## src/rtl/pgri_pkg.sv

```systemverilog
// Shared constants, codes and types of the Poisson grid check block.
// No dependencies; imported by every module under rtl/.
`default_nettype none

package pgri_pkg;

  // Grid geometry
  localparam int GRID_SIDE_MAX    = 64;
  localparam int NEIGHBOUR_RADIUS = 5;
  localparam int CELL_COUNT       = GRID_SIDE_MAX * GRID_SIDE_MAX;
  localparam int ADDR_W           = $clog2(CELL_COUNT);
  localparam int IDX_W            = $clog2(GRID_SIDE_MAX);
  localparam int SIDE_W           = $clog2(GRID_SIDE_MAX + 1);
  localparam int SPAN             = 2 * NEIGHBOUR_RADIUS + 1;
  localparam int SPAN_W           = $clog2(SPAN);
  localparam int NB_W             = ((IDX_W > SPAN_W) ? IDX_W : SPAN_W) + 2;

  // Field and register widths
  localparam int CAND_W   = 18;  // signed Q2.16 input coordinate
  localparam int COORD_W  = 17;  // in-square coordinate 0..1.0
  localparam int MIN_W    = 35;
  localparam int INV_W    = 24;
  localparam int GRID_W   = 7;
  localparam int CELL_W   = 6;
  localparam int STATUS_W = 2;
  localparam int CFG_IDX_W = 2;
  localparam int PROD_W   = COORD_W + INV_W;
  localparam int MAP_IDX_W = PROD_W - 32;
  localparam int SQ_W     = 33;  // square of a difference of at most 1.0

  localparam logic signed [CAND_W-1:0] ONE_Q16 = 18'sd65536;

  // Operation codes carried in s_tuser
  localparam logic OP_INSERT = 1'b0;
  localparam logic OP_CLEAR  = 1'b1;

  // Register reset values
  localparam logic [MIN_W-1:0]  SPACING_SQ_RST    = '0;
  localparam logic [INV_W-1:0]  INV_CELL_SIZE_RST = 24'd4194304;
  localparam logic [GRID_W-1:0] GRID_CELLS_RST    = 7'd64;

  typedef enum logic [CFG_IDX_W-1:0] {
    REG_SPACING_SQ    = 2'd0,
    REG_INV_CELL_SIZE = 2'd1,
    REG_GRID_CELLS    = 2'd2
  } cfg_reg_t;

  typedef enum logic [STATUS_W-1:0] {
    ST_ACCEPTED = 2'd0,
    ST_OUTSIDE  = 2'd1,
    ST_TOO_CLOSE = 2'd2,
    ST_CLEARED  = 2'd3
  } status_t;

  // One grid cell: valid mark plus the stored point
  typedef struct packed {
    logic               valid;
    logic [COORD_W-1:0] y;
    logic [COORD_W-1:0] x;
  } cell_word_t;

endpackage

`default_nettype wire

```

## src/rtl/pgri_dist_unit.sv

```systemverilog
// Squared-distance compare of one stored cell against the candidate.
// Two-stage: squares registered, then sum and compare. Depends on pgri_pkg.
`default_nettype none

module pgri_dist_unit
  import pgri_pkg::*;
(
  input  logic               clk,
  input  logic               rst,
  input  logic               en,
  input  cell_word_t         stored,
  input  logic [COORD_W-1:0] cand_x,
  input  logic [COORD_W-1:0] cand_y,
  input  logic [MIN_W-1:0]   spacing_sq,
  output logic               hit
);

  logic signed [COORD_W:0]     dx;
  logic signed [COORD_W:0]     dy;
  logic signed [2*COORD_W+1:0] dx2;
  logic signed [2*COORD_W+1:0] dy2;
  logic [SQ_W-1:0]             sq_x;
  logic [SQ_W-1:0]             sq_y;
  logic                        sq_ok;
  logic [SQ_W:0]               d2;

  assign dx  = $signed({1'b0, stored.x}) - $signed({1'b0, cand_x});
  assign dy  = $signed({1'b0, stored.y}) - $signed({1'b0, cand_y});
  assign dx2 = dx * dx;
  assign dy2 = dy * dy;

  always_ff @(posedge clk) begin
    sq_x <= dx2[SQ_W-1:0];
    sq_y <= dy2[SQ_W-1:0];
  end

  // only occupied cells count
  always_ff @(posedge clk) begin
    if (rst) begin
      sq_ok <= 1'b0;
    end else begin
      sq_ok <= en && stored.valid;
    end
  end

  assign d2  = {1'b0, sq_x} + {1'b0, sq_y};
  assign hit = sq_ok && (MIN_W'(d2) < spacing_sq);

endmodule

`default_nettype wire
```

## config.mk

```make
export PLATFORM = sky130hd
export DESIGN_NAME = pgri_dist_unit
export DESIGN_NICKNAME = d
export VERILOG_FILES = /design/src/rtl/pgri_pkg.sv /design/src/rtl/pgri_dist_unit.sv
export SDC_FILE = /design/constraint.sdc
export NUM_CORES = 2
export LEC_CHECK = 0
export BUFFER_PORTS_ARGS = -buffer_cell sky130_fd_sc_hd__clkbuf_2
export CAP_MARGIN = 10
export CORE_AREA = 4 4 241 243
export CTS_BUF_LIST = sky130_fd_sc_hd__clkbuf_4
export CTS_CLUSTER_DIAMETER = 200
export DETAILED_ROUTE_END_ITERATION = 10
export DIE_AREA = 0 0 245 247
export GPL_ROUTABILITY_DRIVEN = 0
export SLEW_MARGIN = 20
export SYNTH_ARGS = -nofsm -noshare
export SYNTH_HDL_FRONTEND = slang
export SYNTH_SLANG_ARGS = --single-unit
```

## constraint.sdc

```tcl
create_clock -name clk -period 22.7 [get_ports clk]
set_input_delay 2.27 -clock clk [delete_from_list [all_inputs] [get_ports clk]]
set_output_delay 2.27 -clock clk [all_outputs]
set_load 0.005 [all_outputs]
```

## Word level (Yosys, flattened, before mapping)

Index checks and enable logic that the tools add are counted.

- Add/sub/neg operators: 3
- Multipliers: 2
- Magnitude comparators: 1
- Reduce and logical (&&, ||, !) cells: 2

Operator list:

| operator | number |
|---|---|
| multiplier 18 x 18 -> 33 bit | 2 |
| subtractor 17 x 17 -> 18 bit | 2 |
| less-than comparator 34 x 35 -> 1 bit | 1 |
| adder 33 x 33 -> 34 bit | 1 |
| logical AND 1 bit | 2 |

- Register bits: 67
- Input port bits: 107
- Output and inout bits: 1
- Logic and storage cells: 11

## Logic depth before layout (Yosys ltp)

- Word-level depth: 3
- Gate-level depth with buffers: 38
- Mapped depth without buffers: 37

## Least setup slack after synthesis

OpenSTA, ideal clock, no wires.

- Path type: input to register
- Start point: input port cand_y[2]
- End point: register sq_y[32]
- Setup time: 129 ps
- Data arrival time: 9934 ps
- Data required time: 22571 ps
- Setup slack: 12636 ps
- Stages on the path: 35
- Buffers on the path: 2
- Cells stage by stage: inv_1 ha_1 nor2b_1 o21ai_0 nand2b_1 a22o_1 o211a_1 o21a_1 o21a_1 or2_2 clkbuf_1 inv_1 buf_2 nand2_1 fa_1 inv_1 fa_1 inv_1 fa_1 inv_1 fa_1 fa_1 inv_1 fa_1 inv_1 ha_1 a21oi_1 o21ai_0 nand3_1 o211ai_2 a21o_1 a41o_1 o41a_1 a211oi_2 xnor3_1

- Word-level cells in the longest chain between the ends: 2

RTL lines:

| element | line | text |
|---|---|---|
| from (decl) | pgri_dist_unit.sv:13 | `input logic [COORD_W-1:0] cand_y,` |
| subtractor 17 x 17 -> 18 bit | pgri_dist_unit.sv:28 | `assign dy = $signed({1'b0, stored.y}) - $signed({1'b0, cand_y});` |
| multiplier 18 x 18 -> 33 bit | pgri_dist_unit.sv:30 | `assign dy2 = dy * dy;` |
| via dy2[32] | pgri_dist_unit.sv:21 | `logic signed [2*COORD_W+1:0] dy2;` |
| to (signal assigned) | pgri_dist_unit.sv:34 | `sq_y <= dy2[SQ_W-1:0];` |
| to (decl) | pgri_dist_unit.sv:23 | `logic [SQ_W-1:0] sq_y;` |

The timed path passes the listed nets, and every way through them passes these cells.
A chain may end at the register's enable or synchronous reset.

## Worst setup path after layout

- Start point: input port stored[0] in the netlist's numbering
- End point: register sq_x[32]

- Word-level cells in the longest chain between the ends: 2

RTL lines:

| element | line | text |
|---|---|---|
| from (decl) | pgri_dist_unit.sv:11 | `input cell_word_t stored,` |
| subtractor 17 x 17 -> 18 bit | pgri_dist_unit.sv:27 | `assign dx = $signed({1'b0, stored.x}) - $signed({1'b0, cand_x});` |
| multiplier 18 x 18 -> 33 bit | pgri_dist_unit.sv:29 | `assign dx2 = dx * dx;` |
| via dx2[32] | pgri_dist_unit.sv:20 | `logic signed [2*COORD_W+1:0] dx2;` |
| to (signal assigned) | pgri_dist_unit.sv:33 | `sq_x <= dx2[SQ_W-1:0];` |
| to (decl) | pgri_dist_unit.sv:22 | `logic [SQ_W-1:0] sq_x;` |

The timed path passes the listed nets, and every way through them passes these cells.

==> impl_metrics.yaml <==
floorplanning:
  die_h_um: 247
  core_um2: 56000
  die_x_um: 245
  start_util_pct: 44.5
  ios: 108
  dieArea_um2: 60500
  rows: 87
place:
  io_buffers: 107
  pre_cts_ws_ns: 11.04
  hpwlAfterDp_um: 48900
  dp.cells: 3613
routing:
  dr.first_iter.drc_count: 877
  ant_nets: 0
  dr.pass1.iters: 5
  vias_per_cell: 4.96
  via_count: 18000
  drc_errors: 0
  drt-total-wl_um: 55100
  wl_per_cell_um: 15.2
sta:
  setup_ws_ns: 11.51
  slew_viol_final: 0
  whs_ns: 1.97
  setup_viol: 0
  rsz0062_at_grt: "false"
  finalCritPeriodShare_pct: 49.3
  tightest_slew_ns: 1.17
  fmax_mhz: 89.4
  setup_tns_ns: 0
  hold_violations: 0
  min_period_ns: 11.19
  relSlewSlack_pct: 21.2
status:
  outcome: "complete, no violations"
clocking:
  cts.path.max_buffers: 2
  clkTransAtPathRegs_ns: 0.10
  ctsResizeCount: 0
  cts_tree: "done"
  postCtsSetupRepairBufs: 0
  clockRootBuffer: "clkbuf_4"
  h-tree-depth: 3
  cts.sinks: 65
  cts_buffers: 9
  holdBufCountCts: 0
final_layout:
  drive_gt1_share_pct: 6.23
  syn_to_final_growth_pct: 6.52
  fin_nets: 3813
  fin_cells: 3628
worst_setup_path:
  critical_path.max_stage_delay_ns: 0.86
  cp.required_ns: 23.06
  critPathKind: "in2reg"
  end_kind: "flip-flop"
  arrival_ns: 11.55
  cpMostUsedCell: "fa_1"
  critPathSlowestCell: "xor2_1"
  critPathLaunchType: "input pin"
  crit_fanout: 12
global_route:
  grt_start_max_net_pins: 22
  grt_pass1_vias: 19700
  grt_overflow: 0
  grt_usage_pct: 19.1
  grt_pass1_wl_um: 93900
  antenna_found_initial: 1
worst_hold_path:
  hold_path.class: "in2reg"
flow_run:
  drv_cap: 0
synth:
  yosys_register_bits: 65
  synthTopCellsByArea: "fa_1, ha_1, inv_1"
  ys_types: 79
  async_flop_share_pct: 0
  synth-edff-count: 0
  synth_common_cells: "inv_1, fa_1, ha_1"
  synth_area_leader_cell: "fa_1"
  synthesis.area_um2: 24900
  seq_area_frac_synth_pct: 5.22
  synth_area_per_cell_um2: 8.98
  synth_top_area_share_pct: 44.2
  post-synth-top-count-cell: "inv_1"
  synth_ff_type: "dfxtp_1"
  syn_inst: 2775
  yosys_warnings: 0
  syn-num-nets: 3720
==> registers in the layout (all words and copies together), names as in the netlist <==
signal	cells
sq_x	32
sq_y	32
sq_ok	1
==> layout make-up <==
type	count	area, um2
fill	5569	29400
multi-input combinational	1838	20300
inverter	824	3090
sequential	65	1300
tap	756	946
timing repair buffer	130	708
clock buffer	10	75.1
clock inverter	4	70.1
antenna	1	2.50
==> layer usage <==
metal	routed length, um	vias to the layer above	GRT usage, %
li1	-	8443	-
met1	22900	9075	25.0
met2	27800	406	33.5
met3	3410	84	3.74
met4	1030	0	3.61
met5	0	-	0
==> cell families (layout without fill, tap and decap cells) <==
kind of cell,after synthesis,after routing,share of synthesized area (%)
buffers and inverters,872,968,13.2
adder cells (fa/ha/maj),838,838,58.7
AND/OR/NAND/NOR,576,576,10.1
multiplexers,1,1,0.0402
other,0,1,0
flip-flops,65,65,5.22
XOR/XNOR,144,144,5.24
AO/OA/AOI/OAI,279,279,7.55
==> path summary, 6_finish.rpt <==
kind,from,end,slack [ns],depth (start not counted)
worst min-delay path,rst,sq_ok$_SDFF_PP0_,1.97,2
worst max-delay path,stored[0],sq_x[32]$_DFF_P_,11.51,34
==> cell usage in the layout, fill, tap and decap left out, drive strengths merged, types with 8 or more instances in the layout <==
| cell | instances |
|---|---|
| inv | 817 |
| fa | 550 |
| ha | 288 |
| nand2 | 208 |
| nor2 | 202 |
| clkbuf | 117 |
| xnor2 | 111 |
| a21oi | 84 |
| dfxtp | 65 |
| o21ai | 61 |
| nand2b | 37 |
| nor3 | 37 |
| nand3 | 33 |
| a21o | 33 |
| xor2 | 32 |
| o21a | 24 |
| buf | 23 |
| nor2b | 22 |
| o21bai | 13 |
| a211oi | 9 |
| clkinv | 9 |
| a31oi | 8 |
==> metrics by stage <==
step	area, um2	utilization, %
5_1_grt	26500	47.4
3_3_place_gp	26400	47.1
6_report	26500	47.4
2_1_floorplan	24900	-
3_5_place_dp	26400	47.1
4_1_cts	26500	47.4
==> critical path: cells and delay by family <==
kind | cells | cell delay [ns]
compound gates | 11 | 2.49
xor+xnor | 3 | 1.15
fa+ha+maj | 9 | 3.79
buf+inv | 5 | 0.86
simple gates | 6 | 0.99
Power is left out: the tool's default activity adds up to more than one toggle a clock period on the data nets, which glitch-free logic cannot reach.
