`src/rtl/pgri_pkg.sv`:
```
// Shared constants, codes and types of the Poisson grid check block.
// No dependencies; imported by every module under rtl/.
`default_nettype none

package pgri_pkg;

  // Grid geometry
  localparam int GRID_SIDE_MAX    = 64;
  localparam int NEIGHBOUR_RADIUS = 5;
  localparam int CELL_COUNT       = GRID_SIDE_MAX * GRID_SIDE_MAX;
  localparam int ADDR_W           = $clog2(CELL_COUNT);
  localparam int IDX_W            = $clog2(GRID_SIDE_MAX);
  localparam int SIDE_W           = $clog2(GRID_SIDE_MAX + 1);
  localparam int SPAN             = 2 * NEIGHBOUR_RADIUS + 1;
  localparam int SPAN_W           = $clog2(SPAN);
  localparam int NB_W             = ((IDX_W > SPAN_W) ? IDX_W : SPAN_W) + 2;

  // Field and register widths
  localparam int CAND_W   = 18;  // signed Q2.16 input coordinate
  localparam int COORD_W  = 17;  // in-square coordinate 0..1.0
  localparam int MIN_W    = 35;
  localparam int INV_W    = 24;
  localparam int GRID_W   = 7;
  localparam int CELL_W   = 6;
  localparam int STATUS_W = 2;
  localparam int CFG_IDX_W = 2;
  localparam int PROD_W   = COORD_W + INV_W;
  localparam int MAP_IDX_W = PROD_W - 32;
  localparam int SQ_W     = 33;  // square of a difference of at most 1.0

  localparam logic signed [CAND_W-1:0] ONE_Q16 = 18'sd65536;

  // Operation codes carried in s_tuser
  localparam logic OP_INSERT = 1'b0;
  localparam logic OP_CLEAR  = 1'b1;

  // Register reset values
  localparam logic [MIN_W-1:0]  SPACING_SQ_RST    = '0;
  localparam logic [INV_W-1:0]  INV_CELL_SIZE_RST = 24'd4194304;
  localparam logic [GRID_W-1:0] GRID_CELLS_RST    = 7'd64;

  typedef enum logic [CFG_IDX_W-1:0] {
    REG_SPACING_SQ    = 2'd0,
    REG_INV_CELL_SIZE = 2'd1,
    REG_GRID_CELLS    = 2'd2
  } cfg_reg_t;

  typedef enum logic [STATUS_W-1:0] {
    ST_ACCEPTED = 2'd0,
    ST_OUTSIDE  = 2'd1,
    ST_TOO_CLOSE = 2'd2,
    ST_CLEARED  = 2'd3
  } status_t;

  // One grid cell: valid mark plus the stored point
  typedef struct packed {
    logic               valid;
    logic [COORD_W-1:0] y;
    logic [COORD_W-1:0] x;
  } cell_word_t;

endpackage

`default_nettype wire

```
`src/rtl/pgri_cell_map.sv`:
```
// Maps a candidate to its grid cell with one multiplier used for x, then y.
// Depends on pgri_pkg.
`default_nettype none

module pgri_cell_map
  import pgri_pkg::*;
(
  input  logic               clk,
  input  logic               rst,
  input  logic               start,
  input  logic [COORD_W-1:0] x,
  input  logic [COORD_W-1:0] y,
  input  logic [INV_W-1:0]   inv_cell_size,
  input  logic [IDX_W-1:0]   side_m1,
  output logic               done,
  output logic [IDX_W-1:0]   col,
  output logic [IDX_W-1:0]   row
);

  typedef enum logic [2:0] {
    M_IDLE = 3'b001,
    M_COL  = 3'b010,
    M_ROW  = 3'b100
  } map_state_t;

  map_state_t           state;
  logic [COORD_W-1:0]   mul_a;
  logic [PROD_W-1:0]    prod;
  logic [MAP_IDX_W-1:0] idx;
  logic [IDX_W-1:0]     idx_clamped;

  assign mul_a = (state == M_COL) ? y : x;
  assign idx   = prod[PROD_W-1:32];

  always_comb begin
    if (idx > MAP_IDX_W'(side_m1)) begin
      idx_clamped = side_m1;
    end else begin
      idx_clamped = IDX_W'(idx);
    end
  end

  always_ff @(posedge clk) begin
    prod <= PROD_W'(mul_a) * PROD_W'(inv_cell_size);
    if (state == M_COL) col <= idx_clamped;
    if (state == M_ROW) row <= idx_clamped;
  end

  always_ff @(posedge clk) begin
    if (rst) begin
      state <= M_IDLE;
      done  <= 1'b0;
    end else begin
      done <= 1'b0;
      case (state)
        M_IDLE: begin
          if (start) state <= M_COL;
        end
        M_COL: begin
          state <= M_ROW;
        end
        M_ROW: begin
          state <= M_IDLE;
          done  <= 1'b1;
        end
        default: begin
          state <= M_IDLE;
        end
      endcase
    end
  end

endmodule

`default_nettype wire

```
`config.mk`:
```
export PLATFORM = sky130hd
export DESIGN_NAME = pgri_cell_map
export DESIGN_NICKNAME = d
export VERILOG_FILES = /design/src/rtl/pgri_pkg.sv /design/src/rtl/pgri_cell_map.sv
export SDC_FILE = /design/constraint.sdc
export NUM_CORES = 1
export LEC_CHECK = 0
export ABC_CLOCK_PERIOD_IN_PS = 18500
export BUFFER_PORTS_ARGS = -buffer_cell sky130_fd_sc_hd__clkbuf_2
export CELL_PAD_IN_SITES_DETAIL_PLACEMENT = 0
export CELL_PAD_IN_SITES_GLOBAL_PLACEMENT = 1
export CORE_UTILIZATION = 54
export CTS_CLUSTER_SIZE = 12
export DETAILED_ROUTE_END_ITERATION = 16
export GPL_TIMING_DRIVEN = 1
export PLACE_DENSITY = 0.88
export SLEW_MARGIN = 15
export SYNTH_ARGS = -nofsm -noshare
export SYNTH_HDL_FRONTEND = slang
export SYNTH_SLANG_ARGS = --single-unit
```
`constraint.sdc`:
```
create_clock -name clk -period 18.5 [get_ports clk]
set_input_delay 0.925 -clock clk [delete_from_list [all_inputs] [get_ports clk]]
set_output_delay 0.925 -clock clk [all_outputs]
set_load 0.05 [all_outputs]
```
; ---- After elaboration in Yosys (flattened, before gate mapping)
; Index checks and enable logic that the tools add are counted.
[classes]
mul = 1
order_cmp = 1
eq_ne = 4
n_mux = 5
[op_table]
columns = op, count
row1 = 17-bit by 24-bit multiplier with 41-bit output, 1
row2 = 17-bit two-way mux, 1
row3 = 9-bit by 6-bit greater-than comparator with 1-bit output, 1
row4 = 6-bit two-way mux, 1
row5 = 3-bit case mux with 2 select lines, 1
row6 = 3-bit by 1-bit equality test with 1-bit output (second input constant), 1
row7 = 3-bit by 2-bit equality test with 1-bit output (second input constant), 1
row8 = 3-bit equality test (second input constant), 1
row9 = 3-bit two-way mux, 1
row10 = 2-bit != test (second input constant), 1
row11 = 1-bit two-way mux, 1
[totals]
ff_bits = 57
in_bits = 67
out_inout_bits = 13
word_cells = 16

; ---- Depth between registers and ports, before layout
; Gate-level depths: netlist (run 1).
[depth]
depth_word = 3
ltp_mapped = 25
ltp_nobuf = 23

; ---- Worst setup path before layout (run 1)
; Ideal clock, no wire load.
[synth_path]
path_type = reg-to-reg
startpoint = register state[1]
endpoint = register prod[37]
t_arrival_ps = 6631
required_time_ps = 18435
setup_slack_ps = 11804
path_stages_with_launch = 26
period_less_slack_ps = 6696
path_cell_list = dfxtp_1 -> nor3b_1 -> buf_2 -> buf_2 -> mux2_2 -> clkbuf_1 -> nand2_1 -> fa_1 -> inv_1 -> fa_1 -> inv_1 -> fa_1 -> inv_1 -> fa_1 -> fa_1 -> inv_1 -> fa_1 -> inv_1 -> ha_1 -> a211o_1 -> o211ai_2 -> a211oi_1 -> o41ai_2 -> a41oi_2 -> or4b_1 -> nand4b_1
[synth_via]
elab_chain_cells = 3
[synth_rtl]
columns = item, line_no
row1 = start: declaration, pgri_cell_map.sv:26  ; map_state_t state;
row2 = start signal: assignment, pgri_cell_map.sv:51  ; state <= M_IDLE;
row3 = start signal: assignment, pgri_cell_map.sv:57  ; if (start) state <= M_COL;
row4 = start signal: assignment, pgri_cell_map.sv:60  ; state <= M_ROW;
row5 = 3-bit by 2-bit equality test with 1-bit output, pgri_cell_map.sv:32  ; assign mul_a = (state == M_COL) ? y : x;
row6 = 17-bit two-way mux, pgri_cell_map.sv:32
row7 = 17-bit by 24-bit multiplier with 41-bit output, pgri_cell_map.sv:44  ; prod <= PROD_W'(mul_a) * PROD_W'(inv_cell_size);
row8 = end signal: assignment, pgri_cell_map.sv:44
row9 = end: declaration, pgri_cell_map.sv:28  ; logic [PROD_W-1:0] prod;
; No other way between the ends.
; A chain may end at the register's enable or synchronous reset.

; ---- Final worst setup path (run 1)
; Ends and elaborated chain as after synthesis.

==> results of run 1 <==
[layer usage]
metal | global-route usage, % | vias up | wire length, microns
met4 | 8.15 | 0 | 1130
li1 | - | 4582 | -
met3 | 4.06 | 91 | 2100
met1 | 35.6 | 5200 | 13600
met5 | 0 | - | 0
met2 | 51.9 | 337 | 17900
[sequential cells by signal, indices dropped and copies added, names as in the netlist]
signal  cells
state       3
col         6
prod        9
done        1
row         6
[logic make-up after synthesis]
family / Yosys count
compound gates: 86
mux: 23
simple gates: 484
xor+xnor: 11
buf+inv: 485
fa+ha+maj: 446
flops: 25
[metrics by stage]
| stage | cells | util, % | hold slack, ps | worst slack [ps] | cell area [sq um] |
|---|---|---|---|---|---|
| detailed placement | 1899 | 58.1 | 466 | 10960 | 14300 |
| finish | 1903 | 58.4 | 484 | 10900 | 14400 |
| floorplan | 1560 | - | 423 | 11800 | 13700 |
| global placement | 1899 | 58.1 | 431 | 11150 | 14300 |
| global route | 1903 | 58.4 | 531 | 10560 | 14400 |
| CTS | 1903 | 58.4 | 476 | 10940 | 14400 |
[worst min path at each step]
| stage | to | depth (start not counted) |
|---|---|---|
| floorplan | state[1] | 1 |
| global placement | state[1] | 1 |
| detailed placement | state[1] | 1 |
| CTS | state[1] | 1 |
| global route | state[1] | 1 |
| finish | state[1] | 1 |
[layout by cell type, fill, tap and decap left out, types with 3 or more instances in the layout]
| master | synthesis | layout |
|---|---|---|
| inv_1 | 420 | 420 |
| fa_1 | 327 | 327 |
| nand2_1 | 279 | 279 |
| and2_1 | 151 | 151 |
| ha_1 | 119 | 119 |
| clkbuf_2 | 0 | 79 |
| a21oi_1 | 28 | 28 |
| mux2_2 | 23 | 23 |
| dfxtp_1 | 13 | 13 |
| nor2_1 | 12 | 12 |
| o21ai_0 | 12 | 12 |
| edfxtp_1 | 12 | 12 |
| nand3_1 | 9 | 9 |
| xnor2_1 | 8 | 8 |
| and3_1 | 7 | 7 |
| a21o_1 | 6 | 6 |
| a31oi_1 | 5 | 5 |
| nor3_1 | 5 | 5 |
| o21a_1 | 4 | 4 |
| o211ai_1 | 4 | 4 |
| nand4b_1 | 4 | 4 |
| o221ai_1 | 3 | 3 |
| and4_1 | 3 | 3 |
| xor2_1 | 3 | 3 |
| a211oi_1 | 3 | 3 |
| nor2b_1 | 3 | 3 |
| clkbuf_16 | 0 | 3 |
[layout make-up]
cell class                 instances  share of cell area, %
multi-input combinational       1050                   78.5
inverter                         420                   11.0
sequential                        25                   4.32
tap                              324                   2.82
timing repair buffer              80                   2.80
clock buffer                       3                  0.522
clock inverter                     1                 0.0522
==> summary.txt, run 1 <==
Outcome
  – Status: finished clean

Critical path
  – RR Startpoint: state[1]
  – Crit path from: state[1]
  – R2r endpoint: prod[37]
  – Worst path bufs/invs: 5
  – Critical Path Stages: 22
  – Crit-path slowest cell: mux2_2
  – WP data arrival: 7790 ps
  – Critical path class: flop to flop
  – CP most frequent cell: fa_1
  – Startpoint Class: flop
  – Cell chain of the critical path: nor3b_2, buf_4, mux2_2, and2_1, fa_1, inv_1, fa_1, fa_1, inv_1, fa_1, fa_1, inv_1, fa_1, inv_1, ha_1, a21oi_1, o21ai_0, a31oi_1, and3_1, a41oi_2, or4b_1, nand4b_1
  – R2R setup slack: 10,900 ps
  – Crit end category: flop
  – Setup crit end: prod[37]
  – CP top delay family: adder cells
  – Worst Reg-to-Reg Cells: 22
  – Crit-path max FO: 24
  – Critical path required time: roughly 19,000 ps
  – Delay of the slowest critical-path stage: 620 ps

CTS
  – Clk_lat worst skew: between 200 and 300 ps
  – CTS Buffer Depth: 2
  – CTS Hold Bufs: 0
  – CTS root buffer: clkbuf_16
  – CTS tree: yes
  – CTS buffer count: 3
  – Post-CTS Setup Repair Bufs: 0
  – CTS resizes: 0
  – Clock Pin Slew Worst Setup and Hold Paths: about 60 ps
  – H-tree levels: 1
  – Clock sink total: 25

Finish
  – Area of the multi-input gates: about 11,000 sq um
  – N_diodes: 0
  – Number of nets in the layout: around 2,100
  – Layout area overhead: 4.73%
  – FF/Latch Area: about 620 sq um
  – Number of fill cells in the layout: roughly 2,200
  – Layout cells sized above 1: under 10%

Synth
  – Synthesis warning total: 0
  – Syn_nets: ~2,100
  – Cells after synthesis: 1,560
  – Synthesized area: around 14,000 sq um
  – Seq/Total Area, Yosys: 4.52%
  – Fraction of registers with async set or reset after synthesis: 0%
  – Yosys reg bits: 25
  – Synth Area in Compound Gates: ~4.3%
  – Most used DFF post-synth: dfxtp_1
  – Netlist cell types: 53
  – Xor and xnor area share after synthesis: less than 1%
  – Synth Area in Adders: ~59%
  – Top-count cell post-synth: inv_1
  – Area contributors post-synth: fa_1, inv_1, ha_1
  – Top cells by count, synth: inv_1, fa_1, nand2_1
  – Simple-gate share of the synthesized area: around 17%
  – Synth area leader: fa_1
  – Main combinational cell family by area after synthesis: adder cells
  – Mux contribution to synthesized area: 1.89%
  – Number of flops mapped to enable cells by yosys: 12
  – Top-area cell type share of the netlist area: between 40% and 50%
  – Post-Syn Area per Cell: about 8.8 sq um

Timing
  – Setup TNS: 0 ps
  – Final count of pins violating max slew: 0
  – Rel. slew slack: between 20% and 30%
  – Fmax achieved: 0.132 GHz
  – Hold Fails Final Rpt: 0
  – RSZ-0062 raised after global routing: false
  – Final setup viols: 0
  – Fin Clk Skew: between 5 and 6 ps
  – Crit path time final: between 7000 and 8000 ps
  – Final Cycle Share: between 40% and 50%
  – Slew @ Worst Pin: about 1100 ps

Global route
  – Largest net degree at the start of global routing: 25
  – Antenna violations before repair: 1
  – Vias in the first global route: between 10,000 and 15,000
  – Total grt overflow: 0
  – First-pass GRT wire length: 57.7 mm
  – Total track usage: 28.7%

Die
  – Initial Utilization: ~56%
  – Row count: 57
  – Die width: between 150 and 200 microns
  – IO Pins: 80
  – Die area: approximately 26,000 sq um
  – Core Box Area: 24,600 sq um
  – Height of the die: ~160 microns

Drt
  – Residual DRC count: 0
  – Post-Route WL: between 30 and 40 mm
  – DR vias: slightly above 10,000
  – Antenna Nets Post-Route: 0
  – Vias/cell: approximately 5.4
  – DR WL/cell: 18.2 microns
  – Starting DRC count in detailed routing: 562
  – Pre-antenna DRT Iters: 5

Placed design
  – # port buffers: 79
  – Hpwl dp: approximately 26 mm
  – Gpl congestion: between 0.9 and 1

Min path
  – Hold crit path type: flop to flop
  – HP Start: state[1]

Job
  – Max Cap Viol: 0
Power of run 1 is not shown: default switching activity piles up to over one toggle a cycle in this logic, so the estimate is an artifact.
==> run 2, diff against run 1 <==
--- a/config.mk
+++ b/config.mk
@@ -5,15 +5,15 @@
 export SDC_FILE = /design/constraint.sdc
 export NUM_CORES = 1
 export LEC_CHECK = 0
-export ABC_CLOCK_PERIOD_IN_PS = 18500
+export ABC_CLOCK_PERIOD_IN_PS = 7700
 export BUFFER_PORTS_ARGS = -buffer_cell sky130_fd_sc_hd__clkbuf_2
 export CELL_PAD_IN_SITES_DETAIL_PLACEMENT = 0
 export CELL_PAD_IN_SITES_GLOBAL_PLACEMENT = 1
-export CORE_UTILIZATION = 54
+export CORE_UTILIZATION = 50
 export CTS_CLUSTER_SIZE = 12
 export DETAILED_ROUTE_END_ITERATION = 16
 export GPL_TIMING_DRIVEN = 1
-export PLACE_DENSITY = 0.88
+export PLACE_DENSITY = 0.82
 export SLEW_MARGIN = 15
 export SYNTH_ARGS = -nofsm -noshare
 export SYNTH_HDL_FRONTEND = slang
==> constraint.sdc (replaced) <==
create_clock -name clk -period 7.7 [get_ports clk]
set_input_delay 0.385 -clock clk [delete_from_list [all_inputs] [get_ports clk]]
set_output_delay 0.385 -clock clk [all_outputs]
set_load 0.05 [all_outputs]
==> run 2 against run 1 <==
Effect of this change: sequential share of layout area about the same; clock skew increased by 1.2 ps; highest routed layer unchanged; critical path type unchanged; via count increased by 0.65%; critical path depth increased by 1; register-to-register slack got worse by 10000 ps; maximum frequency increased by 6.9%.
==> summary.txt, run 2 (synthesis gave the netlist of run 1 again) <==
Timing
  – Rel. slew slack: 32.3% (+4.0 points)
  – Fin Clk Skew: 6.42 ps (+1.24 ps)
  – Hold Fails Final Rpt: 0 (unchanged)
  – Final Cycle Share: 92.3% (+51 points)
  – Fmax achieved: 0.141 GHz (+6.9%)
  – RSZ-0062 raised after global routing: false
  – Final setup viols: 0 (unchanged)
  – Setup TNS: 0 ps (unchanged)
  – Crit path time final: 7110 ps (-489 ps)
  – Slew @ Worst Pin: 1010 ps (-60.0 ps)
  – Final count of pins violating max slew: 0 (unchanged)

Finish
  – Commonest non-fill, non-tap cells in the layout: inv_1, fa_1, nand2_1
  – Number of nets in the layout: 2,096 (+0.14%)
  – Largest regs: prod: 9 flops, col: 6 flops, row: 6 flops
  – Most common cell after layout, fill and taps aside: inv_1
  – Layout cells sized above 1: 7.46% (+0.18 points)
  – N_diodes: 0 (unchanged)
  – Layout area overhead: 5.05%
  – Largest Register: prod
  – Max FFs per register: 9 (unchanged)

Critical path
  – WP data arrival: 7300 ps (-490 ps)
  – Critical path required time: 7890 ps (-10,800 ps)
  – Startpoint Class: flop
  – RR Startpoint: state[1]
  – Critical path class: flop to flop
  – Worst Reg-to-Reg Cells: 23 (+4.5%)
  – Crit end category: flop
  – R2r endpoint: prod[37]
  – Crit-path max FO: 24 (unchanged)
  – R2R setup slack: 590 ps (-10,310 ps)

CTS
  – CTS root buffer: clkbuf_16
  – Post-CTS Setup Repair Bufs: 0 (unchanged)
  – CTS buffer count: 3 (unchanged)
  – CTS Buffer Depth: 2 (unchanged)
  – Clock sink total: 25 (unchanged)
  – Clk_lat worst skew: 260 ps (about the same)
  – Clock Pin Slew Worst Setup and Hold Paths: 60 ps (about the same)
  – CTS resizes: 0 (unchanged)
  – CTS Hold Bufs: 0 (unchanged)
  – CTS tree: yes
  – H-tree levels: 1 (unchanged)

Global route
  – Antenna violations before repair: 0 (-1)
  – Total grt overflow: 0 (unchanged)
  – Largest net degree at the start of global routing: 25 (unchanged)
  – Total track usage: 27.3% (-1.4 points)
  – First-pass GRT wire length: 59.0 mm (+2.2%)
  – Vias in the first global route: 11,100 (-2.0%)

Drt
  – Vias/cell: 5.34 (-0.40%)
  – Post-Route WL: 36.2 mm (+4.2%)
  – DR WL/cell: 18.8 microns (+3.1%)
  – Pre-antenna DRT Iters: 7 (+2)
  – Antenna Nets Post-Route: 0 (unchanged)
  – Residual DRC count: 0 (unchanged)
  – DR vias: 10,300 (+0.65%)
  – Starting DRC count in detailed routing: 451 (-20%)

Placed design
  – # port buffers: 79 (unchanged)
  – Hpwl dp: 27.5 mm (+4.6%)
  – Gpl congestion: 0.922 (+2.2%)

Min path
  – HP Start: rst
  – Cells on Worst Hold Path: 2 (+1)
  – Hold crit path type: primary input to flop
  – Worst Hold Path EP: done

Die
  – Die width: 168 microns (+3.9%)
  – Height of the die: 168 microns (+3.9%)
  – Core Box Area: 27,000 sq um (+9.5%)
  – IO Pins: 80 (unchanged)
  – Initial Utilization: 50.9% (-4.9 points)
  – Row count: 60 (+5.3%)
  – Die area: 28,100 sq um (+7.9%)

Outcome
  – Status: finished clean

Job
  – Max Cap Viol: 0 (unchanged)
==> run 2: changes by cell type in the layout (fill, tap and decap cells not counted), sizes merged <==
cell / previous run / this run
buf: 1 / 4
==> run 2: routing by layer <==
layer | up-vias | track usage, % | wire [microns]
met4 | 0 | 7.50 | 1060
li1 | 4583 | - | -
met2 | 304 | 50.3 | 19000
met5 | - | 0 | 0
met3 | 78 | 2.27 | 1720
met1 | 5311 | 34.1 | 14400
==> run 2: worst max path at each step <==
stage | startpoint | to | slack, ps | depth (start not counted)
6_report | state[1] | prod[37] | 590 | 23
2_1_floorplan | state[1] | prod[37] | 1000 | 25
5_1_grt | state[1] | prod[37] | 180 | 23
4_1_cts | state[1] | prod[37] | 560 | 23
3_3_place_gp | state[1] | prod[37] | 680 | 23
3_5_place_dp | state[1] | prod[37] | 600 | 23
==> run 2: final cells by class <==
class	instances	area (sq um)
Tap cell	341	427
Clock inverter	1	7.51
Inverter	420	1580
Multi-Input combinational cell	1050	11300
Fill cell	2555	12500
Timing Repair Buffer	83	425
Clock buffer	3	75.1
Sequential cell	25	621
==> run 2: per-stage QoR <==
stage	util, %	hold WS (ps)	cell area (sq um)	setup slack [ps]	instances
3_3_place_gp	53.2	439	14300	680	1919
4_1_cts	53.5	313	14400	563	1923
3_5_place_dp	53.2	455	14300	596	1919
2_1_floorplan	-	423	13700	1000	1560
5_1_grt	53.5	325	14400	184	1923
6_report	53.5	316	14400	589	1923
==> run 2: worst max-delay path, cell delays in order, from the launching register on <==
cell and delay, ps:
dfxtp_1 340, nor3b_2 150, buf_4 320, mux2_2 650, nand2_1 180, fa_1 560, inv_1 60, fa_1 540
inv_1 60, fa_1 490, inv_1 50, fa_1 440, fa_1 510, inv_1 50, fa_1 530, inv_1 60
ha_1 310, a211o_1 310, o211ai_2 190, a211oi_1 130, o41ai_2 360, a41oi_2 130, or4b_1 520, nand4b_1 100
Power of run 2 is left out for the same reason.
==> run 3, diff against run 2 <==
--- a/config.mk
+++ b/config.mk
@@ -13,7 +13,7 @@
 export CTS_CLUSTER_SIZE = 12
 export DETAILED_ROUTE_END_ITERATION = 16
 export GPL_TIMING_DRIVEN = 1
-export PLACE_DENSITY = 0.82
+export PLACE_DENSITY = 0.89
 export SLEW_MARGIN = 15
 export SYNTH_ARGS = -nofsm -noshare
 export SYNTH_HDL_FRONTEND = slang
==> run 3 against run 2 <==
Effect of this change: non-clock buffer count down 2; critical path type unchanged; core utilization shrank 0.056 points; critical path depth is 1 lower; count of clock-buffer cells in the layout is the same.
==> summary.txt, run 3 (synthesis gave the netlist of run 1 again) <==
Global route
  – Vias in the first global route: 11,400 (+2.2%)
  – Total grt overflow: 0 (unchanged)
  – Largest net degree at the start of global routing: 25 (unchanged)
  – First-pass GRT wire length: 58.6 mm (-0.55%)
  – Total track usage: 26.8% (-0.43 points)
  – Antenna violations before repair: 0 (unchanged)

CTS
  – CTS resizes: 0 (unchanged)
  – Clock Pin Slew Worst Setup and Hold Paths: 70 ps (about the same)
  – H-tree levels: 1 (unchanged)
  – Post-CTS Setup Repair Bufs: 0 (unchanged)
  – CTS tree: yes
  – CTS buffer count: 3 (unchanged)
  – CTS Hold Bufs: 0 (unchanged)
  – CTS root buffer: clkbuf_16
  – CTS Buffer Depth: 2 (unchanged)
  – Clock sink total: 25 (unchanged)
  – Clk_lat worst skew: 260 ps (about the same)

Timing
  – Setup ws final: 495 ps (-94.8 ps)
  – Slew @ Worst Pin: 1080 ps (+66.1 ps)
  – Fmax achieved: 0.139 GHz (-1.3%)
  – RSZ-0062 raised after global routing: false
  – Final count of pins violating max slew: 0 (unchanged)
  – Rel. slew slack: 27.9% (-4.4 points)
  – Fin Clk Skew: 6.61 ps (+0.181 ps)
  – Setup TNS: 0 ps (unchanged)
  – Final Cycle Share: 93.6% (+1.2 points)
  – Final setup viols: 0 (unchanged)
  – Crit path time final: 7210 ps (+94.8 ps)
  – Hold Fails Final Rpt: 0 (unchanged)

Critical path
  – Crit end category: flop
  – WP data arrival: 7400 ps (+100 ps)
  – CP most frequent cell: fa_1
  – CP top delay family: adder cells
  – Startpoint Class: flop
  – Critical path required time: 7900 ps (about the same)
  – Crit-path max FO: 24 (unchanged)
  – Cell chain of the critical path: nor3b_2, buf_4, mux2_2, and2_1, fa_1, inv_1, fa_1, fa_1, inv_1, fa_1, fa_1, inv_1, fa_1, inv_1, ha_1, a21oi_1, o21ai_0, a31oi_1, and3_1, a41oi_2, or4b_1, nand4b_1
  – Delay of the slowest critical-path stage: 640 ps (about the same)
  – Worst path bufs/invs: 5 (-1)
  – Crit-path slowest cell: mux2_2
  – Critical path class: flop to flop

Placed design
  – Cells after DPL: 1,917 (-0.10%)
  – Gpl congestion: 0.998 (+8.2%)
  – Hpwl dp: 27.1 mm (-1.7%)
  – Post-Place Worst Slack: 584 ps (-12.1 ps)
  – # port buffers: 79 (unchanged)

Finish
  – Post-route core utilization: 53.4% (-0.056 points)
  – Layout area overhead: 4.94%
  – Largest Register: prod
  – Largest regs: prod: 9 flops, col: 6 flops, row: 6 flops
  – FF/Latch Area: 621 sq um (unchanged)
  – Number of fill cells in the layout: 2,494 (-2.4%)
  – Non-filler instance count after layout: 1,921 (-0.10%)
  – Commonest non-fill, non-tap cells in the layout: inv_1, fa_1, nand2_1
  – Layout cells sized above 1: 7.34% (-0.12 points)
  – N_diodes: 0 (unchanged)
  – Area of the multi-input gates: 11,300 sq um (unchanged)
  – Most common cell after layout, fill and taps aside: inv_1
  – Number of nets in the layout: 2,094 (-0.095%)
  – Max FFs per register: 9 (unchanged)

Die
  – Initial Utilization: 50.9% (unchanged)
  – Row count: 60 (unchanged)
  – Die width: 168 microns (unchanged)
  – Height of the die: 168 microns (unchanged)
  – Die area: 28,100 sq um (unchanged)
  – Core Box Area: 27,000 sq um (unchanged)
  – IO Pins: 80 (unchanged)

Drt
  – Vias/cell: 5.39 (+0.81%)
  – Post-Route WL: 35.3 mm (-2.3%)
  – Pre-antenna DRT Iters: 7 (unchanged)
  – DR WL/cell: 18.4 microns (-2.2%)
  – DR vias: 10,300 (+0.70%)
  – Residual DRC count: 0 (unchanged)
  – Antenna Nets Post-Route: 0 (unchanged)
  – Starting DRC count in detailed routing: 484 (+7.3%)

Job
  – Max Cap Viol: 0 (unchanged)

Outcome
  – Status: finished clean

Min path
  – Hold crit path type: primary input to flop
[run 3: final cells by class]
class	count	area share [%]
sequential	25	4.31
clock buffer	3	0.521
tap	341	2.96
timing repair buffer	81	2.85
multi-input combinational	1050	78.4
inverter	420	10.9
clock inverter	1	0.0521
[run 3: final timing paths]
path / depth (start not counted) / start / end / slack (ps)
worst max-delay path: 22 / state[1] / prod[37] / 490
worst min-delay path: 2 / rst / done / 320
worst max register to register: 22 / state[1] / prod[37] / 490
worst min register to register: 1 / state[1] / state[1] / 460
[run 3: worst reg2reg max path, delay by kind of cell, from the launching register on]
kind / cells / cell delay (ps)
AOI/OAI and AO/OA: 4 / 910
and+or+nand+nor: 5 / 1350
adders and majority gates: 7 / 3370
muxes: 1 / 640
DFF: 1 / 340
buffers and inverters: 5 / 510
[run 3: per-layer routing]
layer | wire (microns) | global-route usage (%)
met1 | 14100 | 34.4
met2 | 18000 | 48.0
met3 | 2210 | 2.86
met4 | 1040 | 7.66
met5 | 0 | 0
[run 3: stage by stage]
| step | hold WS [ps] | cell area, sq um |
|---|---|---|
| floorplan | 423 | 13700 |
| global placement | 435 | 14300 |
| detailed placement | 451 | 14300 |
| CTS | 312 | 14400 |
| global route | 316 | 14400 |
| finish | 318 | 14400 |
Power of run 3 is left out for the same reason.
